## src/hdl/dlec_pkg.sv

```systemverilog
// package: microcode types, control labels and the sequencer program
`timescale 1ns / 1ps
package dlec_pkg;

	typedef enum logic [3:0] {
		OP_NOP,
		OP_LOAD,
		OP_MUL_INIT_ONE,
		OP_MUL_INIT_CUR,
		OP_MUL_STEP,
		OP_INC_K,
		OP_SET_FOUND,
		OP_EMIT
	} op_t;

	typedef enum logic [3:0] {
		C_NEVER,
		C_ALWAYS,
		C_NO_INPUT,
		C_SMALL_MOD,
		C_BASE_HIT,
		C_CNT_NZ,
		C_K_END,
		C_TERM_HIT,
		C_OUT_BUSY
	} cond_t;

	localparam int PC_W = 4;
	typedef logic [PC_W-1:0] pc_t;

	typedef struct packed {
		op_t   op;
		cond_t cond;
		pc_t   target;
	} uword_t;

	typedef struct packed {
		logic no_input;
		logic small_mod;
		logic base_hit;
		logic cnt_nz;
		logic k_end;
		logic term_hit;
		logic out_busy;
	} dp_flags_t;

	localparam pc_t PC_IDLE  = 4'd0;
	localparam pc_t PC_RED   = 4'd4;
	localparam pc_t PC_LOOP  = 4'd6;
	localparam pc_t PC_MUL   = 4'd7;
	localparam pc_t PC_HIT   = 4'd11;
	localparam pc_t PC_EMIT  = 4'd12;

	function automatic uword_t ucode(input pc_t pc);
		uword_t w;
		case (pc)
			4'd0:    w = '{op: OP_LOAD,         cond: C_NO_INPUT,  target: PC_IDLE};
			4'd1:    w = '{op: OP_NOP,          cond: C_SMALL_MOD, target: PC_EMIT};
			4'd2:    w = '{op: OP_NOP,          cond: C_BASE_HIT,  target: PC_HIT};
			4'd3:    w = '{op: OP_MUL_INIT_ONE, cond: C_NEVER,     target: PC_IDLE};
			4'd4:    w = '{op: OP_MUL_STEP,     cond: C_CNT_NZ,    target: PC_RED};
			4'd5:    w = '{op: OP_NOP,          cond: C_K_END,     target: PC_EMIT};
			4'd6:    w = '{op: OP_MUL_INIT_CUR, cond: C_NEVER,     target: PC_IDLE};
			4'd7:    w = '{op: OP_MUL_STEP,     cond: C_CNT_NZ,    target: PC_MUL};
			4'd8:    w = '{op: OP_INC_K,        cond: C_TERM_HIT,  target: PC_HIT};
			4'd9:    w = '{op: OP_NOP,          cond: C_K_END,     target: PC_EMIT};
			4'd10:   w = '{op: OP_NOP,          cond: C_ALWAYS,    target: PC_LOOP};
			4'd11:   w = '{op: OP_SET_FOUND,    cond: C_NEVER,     target: PC_IDLE};
			4'd12:   w = '{op: OP_EMIT,         cond: C_OUT_BUSY,  target: PC_EMIT};
			default: w = '{op: OP_NOP,          cond: C_ALWAYS,    target: PC_IDLE};
		endcase
		return w;
	endfunction

endpackage

```

## src/hdl/dlec_if.sv

```systemverilog
// interfaces: operand and result channels
`timescale 1ns / 1ps
interface dlec_in_if #(
	parameter int VALUE_BITS = 16
) ();
	logic                  valid;
	logic                  ready;
	logic [VALUE_BITS-1:0] modulus;
	logic [VALUE_BITS-1:0] base;
	logic [VALUE_BITS-1:0] target;

	modport source(output valid, output modulus, output base, output target, input ready);
	modport sink(input valid, input modulus, input base, input target, output ready);
endinterface

interface dlec_out_if ();
	logic valid;
	logic ready;
	logic found;

	modport source(output valid, output found, input ready);
	modport sink(input valid, input found, output ready);
endinterface

```

## src/hdl/discrete_log_existence_check_top.sv

```systemverilog
// Discrete log existence check: operands in on one channel, a found flag out on the other.
// Each operand transaction carries modulus, base and target; each gives one result
// transaction whose found bit says whether base^k mod modulus equals target for some
// k in 1..modulus-1, the first power being the unreduced base.
// The search is run by a microcoded sequencer over a shift-and-add modular multiplier
// that consumes one multiplier bit per cycle.
// A modulus below two gives a result with found clear and no search; otherwise a base
// equal to the target is found at k = 1, and the search stops at the first matching
// exponent or, when none matches, after exponent modulus - 1.
// One operand transaction is worked on at a time; once the result has moved into the
// output register, the sequencer passes a spare program step back to idle and accepts
// the next one there, even while that result still waits.
// If the receiver stalls, the result is held in the output register and the sequencer
// waits until that register drains before loading a new result.
// Reset clears the sequencer to idle and empties the output register; no state is kept
// between transactions.
`timescale 1ns / 1ps
module discrete_log_existence_check_top
	import dlec_pkg::*;
#(
	parameter int VALUE_BITS = 16
) (
	input  logic        clk,
	input  logic        arst_n,
	dlec_in_if.sink     operands,
	dlec_out_if.source  result
);

	uword_t    uw;
	dp_flags_t flags;

	dlec_seq u_seq (
		.clk    (clk),
		.arst_n (arst_n),
		.flags  (flags),
		.uw     (uw)
	);

	dlec_datapath #(
		.VALUE_BITS (VALUE_BITS)
	) u_datapath (
		.clk      (clk),
		.arst_n   (arst_n),
		.uw       (uw),
		.flags    (flags),
		.operands (operands),
		.result   (result)
	);

endmodule

```

## src/hdl/dlec_seq.sv

```systemverilog
// microcode sequencer: step counter, program table and conditional jumps
`timescale 1ns / 1ps
module dlec_seq
	import dlec_pkg::*;
(
	input  logic      clk,
	input  logic      arst_n,
	input  dp_flags_t flags,
	output uword_t    uw
);

	pc_t  pc_q;
	pc_t  pc_next;
	logic take;

	assign uw = ucode(pc_q);

	always_comb begin
		case (uw.cond)
			C_NEVER:     take = 1'b0;
			C_ALWAYS:    take = 1'b1;
			C_NO_INPUT:  take = flags.no_input;
			C_SMALL_MOD: take = flags.small_mod;
			C_BASE_HIT:  take = flags.base_hit;
			C_CNT_NZ:    take = flags.cnt_nz;
			C_K_END:     take = flags.k_end;
			C_TERM_HIT:  take = flags.term_hit;
			C_OUT_BUSY:  take = flags.out_busy;
			default:     take = 1'b1;
		endcase
		pc_next = take ? uw.target : pc_q + 1'b1;
	end

	always_ff @(posedge clk or negedge arst_n) begin
		if (!arst_n) begin
			pc_q <= PC_IDLE;
		end else begin
			pc_q <= pc_next;
		end
	end

endmodule

```

## src/hdl/dlec_datapath.sv

```systemverilog
// datapath: operand registers, shift-and-add modular multiplier, result register
`timescale 1ns / 1ps
module dlec_datapath
	import dlec_pkg::*;
#(
	parameter int VALUE_BITS = 16
) (
	input  logic             clk,
	input  logic             arst_n,
	input  uword_t           uw,
	output dp_flags_t        flags,
	dlec_in_if.sink          operands,
	dlec_out_if.source       result
);

	localparam int N     = VALUE_BITS;
	localparam int CNT_W = $clog2(VALUE_BITS);

	logic [N-1:0]     m_q;
	logic [N-1:0]     a_q;
	logic [N-1:0]     b_q;
	logic [N-1:0]     y_q;
	logic [N-1:0]     r_q;
	logic [N-1:0]     k_q;
	logic [CNT_W-1:0] cnt_q;
	logic             found_q;
	logic             out_valid_q;
	logic             out_found_q;

	logic [N+1:0] sum;
	logic [N+1:0] m1;
	logic [N+1:0] m2;
	logic [N+1:0] sub1;
	logic [N+1:0] sub2;
	logic [N-1:0] r_step;

	// r <- 2r + bit*y, brought back below m with at most two subtractions
	always_comb begin
		sum  = {1'b0, r_q, 1'b0} + (a_q[cnt_q] ? {2'b00, y_q} : '0);
		m1   = {2'b00, m_q};
		m2   = {1'b0, m_q, 1'b0};
		sub1 = sum - m1;
		sub2 = sum - m2;
		if (sum >= m2) begin
			r_step = sub2[N-1:0];
		end else if (sum >= m1) begin
			r_step = sub1[N-1:0];
		end else begin
			r_step = sum[N-1:0];
		end
	end

	assign operands.ready = (uw.op == OP_LOAD);
	assign result.valid   = out_valid_q;
	assign result.found   = out_found_q;

	always_comb begin
		flags.no_input  = !operands.valid;
		flags.small_mod = (m_q[N-1:1] == '0);
		flags.base_hit  = (a_q == b_q);
		flags.cnt_nz    = (cnt_q != '0);
		flags.k_end     = (k_q == m_q);
		flags.term_hit  = (r_q == b_q);
		flags.out_busy  = out_valid_q && !result.ready;
	end

	always_ff @(posedge clk) begin
		case (uw.op)
			OP_LOAD: begin
				m_q <= operands.modulus;
				a_q <= operands.base;
				b_q <= operands.target;
				k_q <= N'(2);
			end
			OP_MUL_INIT_ONE: begin
				y_q   <= N'(1);
				r_q   <= '0;
				cnt_q <= CNT_W'(N - 1);
			end
			OP_MUL_INIT_CUR: begin
				y_q   <= r_q;
				r_q   <= '0;
				cnt_q <= CNT_W'(N - 1);
			end
			OP_MUL_STEP: begin
				r_q   <= r_step;
				cnt_q <= cnt_q - 1'b1;
			end
			OP_INC_K: begin
				k_q <= k_q + 1'b1;
			end
			default: begin
			end
		endcase
	end

	always_ff @(posedge clk or negedge arst_n) begin
		if (!arst_n) begin
			found_q     <= 1'b0;
			out_valid_q <= 1'b0;
			out_found_q <= 1'b0;
		end else begin
			if (uw.op == OP_LOAD) begin
				found_q <= 1'b0;
			end else if (uw.op == OP_SET_FOUND) begin
				found_q <= 1'b1;
			end
			if (uw.op == OP_EMIT && !flags.out_busy) begin
				out_valid_q <= 1'b1;
				out_found_q <= found_q;
			end else if (result.ready) begin
				out_valid_q <= 1'b0;
			end
		end
	end

`ifndef SYNTHESIS
	a_rem_below_mod: assert property (@(posedge clk) disable iff (!arst_n)
		(uw.op == OP_MUL_STEP) |-> (r_q < m_q))
		else $error("partial remainder not below modulus");

	a_mult_below_mod: assert property (@(posedge clk) disable iff (!arst_n)
		(uw.op == OP_MUL_STEP) |-> (y_q < m_q))
		else $error("multiplicand not reduced");

	a_exp_in_range: assert property (@(posedge clk) disable iff (!arst_n)
		(uw.op == OP_MUL_STEP) |-> (k_q <= m_q))
		else $error("exponent counter past modulus");

	a_emit_loads: assert property (@(posedge clk) disable iff (!arst_n)
		(uw.op == OP_EMIT && !flags.out_busy) |=> (out_valid_q && out_found_q == $past(found_q)))
		else $error("result not loaded on emit");
`endif

endmodule
```

## src/flat_wrapper.sv

```systemverilog
// flat-port wrapper written by rule: the top's interface ports become plain ports
module discrete_log_existence_check_top_flat import dlec_pkg::*;
#(
	parameter int VALUE_BITS = 16
)
  (clk, arst_n, operands_valid, operands_modulus, operands_base, operands_target, operands_ready, result_valid, result_found, result_ready);
  dlec_in_if #(.VALUE_BITS(VALUE_BITS)) operands_i ();
  dlec_out_if result_i ();
  input  logic clk;
  input  logic arst_n;
  input wire logic [$bits(operands_i.valid)-1:0] operands_valid;
  input wire logic [$bits(operands_i.modulus)-1:0] operands_modulus;
  input wire logic [$bits(operands_i.base)-1:0] operands_base;
  input wire logic [$bits(operands_i.target)-1:0] operands_target;
  output wire logic [$bits(operands_i.ready)-1:0] operands_ready;
  output wire logic [$bits(result_i.valid)-1:0] result_valid;
  output wire logic [$bits(result_i.found)-1:0] result_found;
  input wire logic [$bits(result_i.ready)-1:0] result_ready;
  assign operands_i.valid = operands_valid;
  assign operands_i.modulus = operands_modulus;
  assign operands_i.base = operands_base;
  assign operands_i.target = operands_target;
  assign operands_ready = operands_i.ready;
  assign result_valid = result_i.valid;
  assign result_found = result_i.found;
  assign result_i.ready = result_ready;
  discrete_log_existence_check_top #(.VALUE_BITS(VALUE_BITS)) u_core (.clk(clk), .arst_n(arst_n), .operands(operands_i), .result(result_i));
endmodule
```

## config.mk

```make
export PLATFORM = sky130hd
export DESIGN_NAME = discrete_log_existence_check_top_flat
export DESIGN_NICKNAME = d
export VERILOG_FILES = /design/src/hdl/dlec_pkg.sv /design/src/hdl/dlec_if.sv /design/src/hdl/discrete_log_existence_check_top.sv /design/src/hdl/dlec_seq.sv /design/src/hdl/dlec_datapath.sv /design/src/flat_wrapper.sv
export SDC_FILE = /design/constraint.sdc
export NUM_CORES = 1
export LEC_CHECK = 0
export BUFFER_PORTS_ARGS = -buffer_cell sky130_fd_sc_hd__buf_2
export CORE_UTILIZATION = 35
export DETAILED_ROUTE_END_ITERATION = 6
export SYNTH_ARGS = -nofsm -noshare
export SYNTH_HDL_FRONTEND = slang
export SYNTH_SLANG_ARGS = --single-unit
```

## constraint.sdc

```tcl
create_clock -name clk -period 7.25 [get_ports clk]
set_input_delay 1.45 -clock clk [delete_from_list [all_inputs] [get_ports clk]]
set_output_delay 1.45 -clock clk [all_outputs]
set_load 0.05 [all_outputs]
```

==> results.yml, run 1 <==
cells_and_area:
  drive_gt1_frac: 0.1281
  area_delta_synth_final_pct: 11.32
  num-nets-final: 908
  antennaDiodeCount: 0
clocking:
  cts_resized: 0
  cts_tree: "yes"
  tritoncts.num_buffers: 9
  clkTransAtPathRegs_ns: 0.08
  post_cts.repair.setup_buffers: 0
  cts_hold_buf: 0
  clockBufferDepth: 2
  htreeDepth: 3
  cts_root_buffer: "clkbuf_16"
  worstSkewPairLatency_ns: 0.37
  cts.sinks: 107
logic_synthesis:
  yosys-top-cells-area: "edfxtp_1 40%, ha_1 8.9%, xor2_1 5.2%"
  ys_async_sr_fraction: 0.06542
  syn-cell-area_um2: 7582
  ys_top_cells_by_count: "100 x edfxtp_1, 55 x a21oi_1, 54 x ha_1"
  synth_edf_count: 100
  synth_warnings: 0
  yosysTopAreaCellShare: 0.3960
  synth_nets: 855
  synth.yosys.seq_area_share: 0.4191
  avgSynthCellArea_um2: 10.16
  synth_top_area_cell: "edfxtp_1"
  synth_cell_types: 67
  ys_ff_latch: 107
  synth_ff_type: "edfxtp_1"
  yosysMostFrequentCell: "edfxtp_1"
  syn_inst: 746
worst_setup_path:
  cp-start-kind: "flip-flop"
  critPathSlowestCell: "edfxtp_1"
  cpPeakStageDelay_ns: 0.58
  required_ns: 7.37
  cp.arrival_ns: 6.43
  crit_chain: "mux2_2 > o221ai_1 > a21o_1 > nand3_1 > nand2_1 > inv_1 > ha_1 > a211oi_1 > o211ai_1 > a31o_2 > a21oi_1 > xnor2_1 > ha_1 > and3_1 > and3_1 > o221ai_1 > a211oi_1 > a2111oi_2 > nand3_1 > o311a_1 > o221a_2"
  cp_max_fo: 15
  crit_type: "flip-flop to flip-flop"
  rrSetupSlack_ns: 0.94
  worst_setup_path_end_kind: "flip-flop"
placement:
  place_congestion: 0.9144
  io_buffers: 54
  dp.final_hpwl_um: 14740
sta:
  worstMarginPinSlew_ns: 0.9754
  fmax_mhz: 158.5
  slew_violations: 0
  period_needed_ns: 6.309
  fin_crit_sh: 0.8702
  tns_ns: 0
  slew-limit-headroom: 0.3498
  rsz0062_at_grt: "no"
  finalClockSkew_ns: 0.01176
  setup_violations: 0
  hold_viol_final: 0
route:
  drcViolationCount: 0
  drt-initial-drc-count: 462
  wl_per_cell_um: 17.64
  ant_nets: 0
  wirelength_um: 19030
  firstDrtPassIters: 5
  routed_via_density: 5.430
  via_count: 5859
grt:
  grt_remaining_overflow: 0
  antenna_found_initial: 0
  grt_pass1_vias: 5626
  track_usage: 0.1771
  grt_max_degree: 34
  grt_pass1_wl_um: 30220
die:
  start_util: 0.3584
  core_um2: 21150
  io_pins: 55
  rows: 53
  dieWidth_um: 149.2
  fp.dieH_um: 149.2
  dieArea_um2: 22260
job:
  cap_violations: 0
hold_path:
  hold_path_class: "flip-flop to flip-flop"
outcome:
  status: "finished, final reports clean"
[through the flow]
stage	area [µm²]	setup WS, ns	hold slack [ns]	util	cells
global placement	8155	1.148	0.4936	0.3855	1063
CTS	8441	0.9482	0.5116	0.3990	1079
floorplan	7582	0.4588	0.4776	-	746
detailed placement	8155	0.9894	0.4927	0.3855	1063
global route	8441	0.3603	0.5279	0.3990	1079
finish	8441	0.9412	0.5117	0.3990	1079
[flip-flops by register name (all words and copies together) (netlist names)]
register and count:
u_core.u_datapath.b_q 16, u_core.u_datapath.y_q 16, u_core.u_seq.pc_q 4, u_core.u_datapath.r_q 16, u_core.u_datapath.result.found 1, u_core.u_datapath.found_q 1
u_core.u_datapath.m_q 16, u_core.u_datapath.result.valid 1, u_core.u_datapath.a_q 16, u_core.u_datapath.k_q 16, u_core.u_datapath.cnt_q 4
[critical path, delay by kind of cell (launching register included)]
kind            cells  cell delay [ns]
xor+xnor            1             0.23
buf+inv             1             0.06
flops               1             0.58
compound gates     11             2.61
simple gates        5             1.55
fa+ha+maj           2             0.65
mux                 1             0.38
[area by class of cell]
class                   count  area [µm²]
flip-flops and latches    107        3178
well taps                 275       344.1
clock buffers               9       225.2
clock inverters             7       60.06
inverters                  49       183.9
repair buffers             57       292.8
multi-input cells         575        4156
fillers                  2051       12710
[kinds of logic (layout without fill, tap and decap cells)]
family | Yosys count | count (layout) | synth area share
compound gates | 188 | 188 | 0.1629
flops | 107 | 107 | 0.4191
simple gates | 221 | 221 | 0.1469
fa+ha+maj | 57 | 57 | 0.09703
xor+xnor | 80 | 80 | 0.09241
mux | 29 | 29 | 0.04802
buf+inv | 64 | 122 | 0.03366
[path summary, 6_finish.rpt]
kind,from,to,cells past startpoint
worst max register to register,u_core.u_datapath.cnt_q[0]$_SDFFCE_PN1P_,u_core.u_datapath.r_q[9]$_SDFFCE_PN0P_,21
worst min-delay path,u_core.u_datapath.result.found$_DFFE_PN0P_,u_core.u_datapath.result.found$_DFFE_PN0P_,1
worst min register to register,u_core.u_datapath.result.found$_DFFE_PN0P_,u_core.u_datapath.result.found$_DFFE_PN0P_,1
worst max-delay path,u_core.u_datapath.cnt_q[0]$_SDFFCE_PN1P_,u_core.u_datapath.r_q[9]$_SDFFCE_PN0P_,21
min in group asynchronous,arst_n,u_core.u_seq.pc_q[3]$_DFF_PN0_,1
max in group asynchronous,arst_n,u_core.u_seq.pc_q[0]$_DFF_PN0_,1
[cell usage in the layout, fill, tap and decap left out, types with 4 or more instances in the layout]
cell type,synthesis,final
nand2_1,47,47
nor3_1,8,7
mux2_2,5,5
nor2b_1,16,16
ha_1,54,54
o21ai_0,40,39
mux2i_1,18,18
nand3_1,16,16
a31oi_1,7,7
a221oi_1,13,13
nor4_1,11,11
and3_1,6,6
o211ai_1,4,4
nand4_1,12,12
edfxtp_1,100,100
o22ai_1,4,4
xor2_1,45,45
a211oi_1,9,9
or3_1,6,6
o21a_1,6,6
or2_2,7,7
clkbuf_16,0,9
o21bai_1,4,4
inv_1,48,48
a21o_1,10,10
nand2b_1,16,16
mux4_2,5,5
buf_2,3,54
a21oi_1,55,55
and2_1,19,19
xnor2_1,35,35
dfrtp_1,7,7
nor2_1,52,51
[metal layers]
layer  vias up  share of wire  track usage  routed length (µm)
li1       2879              -            -                   -
met1      2790           0.47       0.2439                8869
met2       159           0.46       0.2795                8841
met3        31          0.047      0.02936                 897
met4         0          0.022      0.06173                 421
met5         -              0            0                   0
Power of run 1 is left out: the tool's default activity adds up to more than one toggle a clock period on the data nets, which glitch-free logic cannot reach.
==> run 2, diff against run 1 <==
--- a/config.mk
+++ b/config.mk
@@ -10,4 +10,5 @@
 export DETAILED_ROUTE_END_ITERATION = 6
 export SYNTH_ARGS = -nofsm -noshare
 export SYNTH_HDL_FRONTEND = slang
+export SYNTH_HIERARCHICAL = 1
 export SYNTH_SLANG_ARGS = --single-unit
==> run 2 against run 1 <==
Non-clock buffer count increased by 2; cell count decreased by 1.3%; register-to-register slack got worse by 0.03 ns; area after synthesis increased by 0.99%.
==> results.yml, run 2 <==
outcome:
  status: "finished, final reports clean"
job:
  cap_violations: 0
worst_setup_path:
  crit_path_end: "u_core/u_datapath/r_q[5]$_SDFFCE_PN0P_"
  cp-start-kind: "flip-flop"
  reg2reg_from: "u_core/u_datapath/cnt_q[2]$_SDFFCE_PN1P_"
  worst_setup_path_end_kind: "flip-flop"
  crit_path_start: "u_core/u_datapath/cnt_q[2]$_SDFFCE_PN1P_"
  rr_endpoint: "u_core/u_datapath/r_q[5]$_SDFFCE_PN0P_"
  rr_worst_depth: 18
  required_ns: 7.35
  cp.arrival_ns: 6.44
  cp_max_fo: 17
  rrSetupSlack_ns: 0.91
  crit_type: "flip-flop to flip-flop"
sta:
  rsz0062_at_grt: "no"
  fmax_mhz: 157.7
  slew_violations: 0
  setup_violations: 0
  layout_setup_ws_ns: 0.9104
  period_needed_ns: 6.340
  hold_viol_final: 0
  tns_ns: 0
  slew-limit-headroom: 0.4955
  finalClockSkew_ns: 0.009864
  worstMarginPinSlew_ns: 0.7567
  fin_crit_sh: 0.8744
clocking:
  cts.sinks: 107
  clkTransAtPathRegs_ns: 0.08
  worstSkewPairLatency_ns: 0.36
  post_cts.repair.setup_buffers: 0
  cts_tree: "yes"
  htreeDepth: 3
  cts_hold_buf: 0
  cts_root_buffer: "clkbuf_16"
  clockBufferDepth: 2
  tritoncts.num_buffers: 9
  cts_resized: 0
die:
  fp.dieH_um: 149.9
  dieArea_um2: 22470
  dieWidth_um: 149.9
  start_util: 0.3608
  io_pins: 55
  core_um2: 21220
  rows: 53
grt:
  grt_max_degree: 49
  grt_remaining_overflow: 0
  track_usage: 0.1663
  antenna_found_initial: 0
  grt_pass1_vias: 5476
  grt_pass1_wl_um: 28800
cells_and_area:
  finalNonFillerCells: 1065
  num-nets-final: 896
  antennaDiodeCount: 0
  final_common_cell: "edfxtp_1"
  area_delta_synth_final_pct: 11.50
  final_cell_mix: "100 x edfxtp_1, 78 x xnor2_1, 62 x a21oi_1, 56 x ha_1, 54 x buf_2"
  nFillCells: 2097
  drive_gt1_frac: 0.1316
  utilization: 0.4024
logic_synthesis:
  syn_inst: 736
  avgSynthCellArea_um2: 10.40
  synth_nets: 847
  synth_warnings: 6
  syn-cell-area_um2: 7657
placement:
  dp.final_hpwl_um: 13920
  io_buffers: 54
  place_congestion: 0.8157
  dp.cells: 1049
  dp_slack_ns: 0.9877
route:
  wirelength_um: 17880
  via_count: 5585
  ant_nets: 0
  routed_via_density: 5.244
  drt-initial-drc-count: 371
  drcViolationCount: 0
  wl_per_cell_um: 16.79
  firstDrtPassIters: 4
hold_path:
  hold_path_class: "flip-flop to flip-flop"
==> run 2: cell count changes in the layout (fill, tap and decap cells not counted), sizes merged, moves of 5 or more <==
| cell | previous run | this run |
|---|---|---|
| nand2 | 47 | 38 |
| a21oi | 55 | 62 |
| xor2 | 45 | 18 |
| and2 | 20 | 15 |
| a31oi | 7 | 2 |
| nor2 | 53 | 35 |
| nand4 | 12 | 20 |
| o21ai | 42 | 47 |
| inv | 52 | 43 |
| nor2b | 16 | 11 |
| a221oi | 13 | 1 |
| xnor2 | 35 | 78 |
| and3 | 6 | 23 |
| nand2b | 16 | 8 |
==> run 2: area by class of cell <==
type	instances	area (µm²)	share of cell area
repair buffers	59	307.8	0.03605
clock inverters	7	78.83	0.009232
clock buffers	9	225.2	0.02638
flip-flops and latches	107	3178	0.3722
multi-input cells	568	4254	0.4982
inverters	40	150.1	0.01758
well taps	275	344.1	0.04030
==> run 2: worst min-delay path by stage <==
stage	start	end	slack [ns]	cells past startpoint
after CTS	u_core/u_datapath/result.found$_DFFE_PN0P_	u_core/u_datapath/result.found$_DFFE_PN0P_	0.51	1
after floorplan	u_core/u_datapath/found_q$_DFFE_PN0P_	u_core/u_datapath/found_q$_DFFE_PN0P_	0.49	2
after global placement	u_core/u_datapath/result.found$_DFFE_PN0P_	u_core/u_datapath/result.found$_DFFE_PN0P_	0.49	1
after detailed placement	u_core/u_datapath/result.found$_DFFE_PN0P_	u_core/u_datapath/result.found$_DFFE_PN0P_	0.50	1
after global routing	u_core/u_datapath/result.found$_DFFE_PN0P_	u_core/u_datapath/result.found$_DFFE_PN0P_	0.55	1
final	u_core/u_datapath/result.found$_DFFE_PN0P_	u_core/u_datapath/result.found$_DFFE_PN0P_	0.51	1
==> run 2: worst max-delay path: stages, from the launching register on <==
cell      delay, ns
edfxtp_1       0.56
mux4_2         0.54
mux4_2         0.65
and2_1         0.23
ha_1           0.35
a21o_1         0.21
or3_1          0.33
o21ai_0        0.40
o21ai_0        0.18
xor2_1         0.29
ha_1           0.36
a21o_1         0.22
a21o_1         0.17
a21oi_1        0.16
o21ai_0        0.10
a211o_1        0.32
or3_1          0.65
mux2i_1        0.28
a21oi_1        0.09
==> run 2: layer usage <==
metal / track usage / part of all wire / up-vias
met1: 0.2292 / 0.49 / 2648
met5: 0 / 0 / -
met3: 0.02378 / 0.039 / 16
met4: 0.04899 / 0.015 / 0
met2: 0.2688 / 0.46 / 113
li1: - / - / 2808
==> run 2: through the flow <==
step	hold slack, ns	cell area, µm²
CTS	0.5134	8538
finish	0.5084	8538
floorplan	0.4900	7657
global placement	0.4901	8234
detailed placement	0.4954	8234
global route	0.5451	8538
Power of run 2 is left out for the same reason.
==> run 3, diff against run 2 <==
--- a/config.mk
+++ b/config.mk
@@ -6,8 +6,9 @@
 export NUM_CORES = 1
 export LEC_CHECK = 0
 export BUFFER_PORTS_ARGS = -buffer_cell sky130_fd_sc_hd__buf_2
-export CORE_UTILIZATION = 35
+export CORE_UTILIZATION = 50
 export DETAILED_ROUTE_END_ITERATION = 6
+export PLACE_DENSITY = 0.68
 export SYNTH_ARGS = -nofsm -noshare
 export SYNTH_HDL_FRONTEND = slang
 export SYNTH_HIERARCHICAL = 1
==> run 3 against run 2 <==
First-iteration DRC count up 12%; clock skew rose by 0.0038 ns; largest cell class unchanged; fmax grew 0.31%.
==> results.yml, run 3 (same netlist as run 2, synthesis figures left out) <==
route:
  wl_per_cell_um: 18.41
  drcViolationCount: 0
  via_count: 5724
  wirelength_um: 17930
  firstDrtPassIters: 5
  routed_via_density: 5.877
  drt-initial-drc-count: 415
  ant_nets: 0
worst_setup_path:
  cp-start-kind: "flip-flop"
  rrSetupSlack_ns: 0.93
  rr_endpoint: "u_core/u_datapath/r_q[1]$_SDFFCE_PN0P_"
  crit_path_start: "u_core/u_datapath/cnt_q[2]$_SDFFCE_PN1P_"
  required_ns: 7.34
  cp.arrival_ns: 6.41
  worst_setup_path_end_kind: "flip-flop"
  crit_buf_inv: 0
  cpPeakStageDelay_ns: 0.64
  crit_family: "simple AND/OR/NAND/NOR gates"
  crit_chain: "mux4_2 > mux4_2 > and2_1 > ha_1 > a21o_1 > or3_1 > o21ai_0 > o21ai_0 > xor2_1 > ha_1 > nand4_1 > nor4_1 > o21ai_0 > o21ai_0 > a211o_1 > or3_1 > mux2i_1 > a21oi_1"
  cp_max_fo: 17
  crit_top_cell: "o21ai_0"
  rr_worst_depth: 18
  crit_type: "flip-flop to flip-flop"
  reg2reg_from: "u_core/u_datapath/cnt_q[2]$_SDFFCE_PN1P_"
  critPathSlowestCell: "mux4_2"
clocking:
  cts_root_buffer: "clkbuf_16"
  cts_hold_buf: 0
  post_cts.repair.setup_buffers: 0
  htreeDepth: 3
  tritoncts.num_buffers: 9
  cts_tree: "yes"
  clkTransAtPathRegs_ns: 0.07
  worstSkewPairLatency_ns: 0.36
  cts.sinks: 107
  clockBufferDepth: 2
  cts_resized: 0
grt:
  grt_remaining_overflow: 0
  grt_max_degree: 50
  antenna_found_initial: 0
  grt_pass1_vias: 5664
  track_usage: 0.2372
  grt_pass1_wl_um: 29080
cells_and_area:
  finalNonFillerCells: 974
  utilization: 0.5706
  num-nets-final: 896
  antennaDiodeCount: 0
  final_cell_mix: "100 x edfxtp_1, 78 x xnor2_1, 62 x a21oi_1, 56 x ha_1, 54 x buf_2"
  area_delta_synth_final_pct: 9.935
  drive_gt1_frac: 0.1278
  final_common_cell: "edfxtp_1"
sta:
  finalClockSkew_ns: 0.01363
  period_needed_ns: 6.320
  rsz0062_at_grt: "no"
  layout_setup_ws_ns: 0.9298
  slew-limit-headroom: 0.4988
  worstMarginPinSlew_ns: 0.7421
  tns_ns: 0
  fmax_mhz: 158.2
  hold_viol_final: 0
  fin_crit_sh: 0.8718
  setup_violations: 0
  slew_violations: 0
die:
  start_util: 0.5190
  io_pins: 55
  core_um2: 14750
  dieWidth_um: 125.8
  rows: 44
  fp.dieH_um: 125.8
  dieArea_um2: 15810
placement:
  place_congestion: 0.9590
  dp.final_hpwl_um: 13850
  io_buffers: 54
  dp_slack_ns: 1.027
  dp.cells: 958
hold_path:
  whs_endpoint: "u_core/u_datapath/result.found$_DFFE_PN0P_"
  worstHoldPathCells: 1
  hold_path_class: "flip-flop to flip-flop"
  holdCritStartpoint: "u_core/u_datapath/result.found$_DFFE_PN0P_"
job:
  cap_violations: 0
outcome:
  status: "finished, final reports clean"
==> run 3: changes by cell type in the layout (fill, tap and decap cells not counted), sizes merged <==
cell,previous run,this run
bufinv,0,1
clkbuf,9,13
clkinv,2,1
clkinvlp,2,0
inv,43,41
==> run 3: worst max path at each step <==
stage | endpoint | slack, ns | cells after the start
final | u_core/u_datapath/r_q[1]$_SDFFCE_PN0P_ | 0.93 | 18
after global routing | u_core/u_datapath/r_q[1]$_SDFFCE_PN0P_ | 0.53 | 18
after CTS | u_core/u_datapath/r_q[1]$_SDFFCE_PN0P_ | 0.98 | 18
after detailed placement | u_core/u_datapath/r_q[1]$_SDFFCE_PN0P_ | 1.03 | 18
after global placement | u_core/u_datapath/r_q[3]$_SDFFCE_PN0P_ | 1.17 | 18
after floorplan | operands_ready | 0.20 | 7
==> run 3: metrics by stage <==
step | hold WS, ns | area [µm²]
2_1_floorplan | 0.4900 | 7657
3_3_place_gp | 0.4947 | 8120
3_5_place_dp | 0.5051 | 8120
4_1_cts | 0.5232 | 8418
5_1_grt | 0.5377 | 8418
6_report | 0.5148 | 8418
==> run 3: layout make-up <==
cell class / instances / area (µm²)
clock inverter: 3 / 47.55
timing repair buffer: 59 / 307.8
sequential: 107 / 3178
inverter: 40 / 150.1
clock buffer: 13 / 250.2
multi-input combinational: 568 / 4254
fill: 1264 / 6336
tap: 184 / 230.2
==> run 3: per-layer routing <==
| metal | GRT usage | vias up | share of wire |
|---|---|---|---|
| met4 | 0.06945 | 0 | 0.018 |
| met5 | 0 | - | 0 |
| li1 | - | 2802 | - |
| met3 | 0.04121 | 19 | 0.047 |
| met1 | 0.3093 | 2729 | 0.46 |
| met2 | 0.4052 | 174 | 0.48 |
Power of run 3 is left out for the same reason.
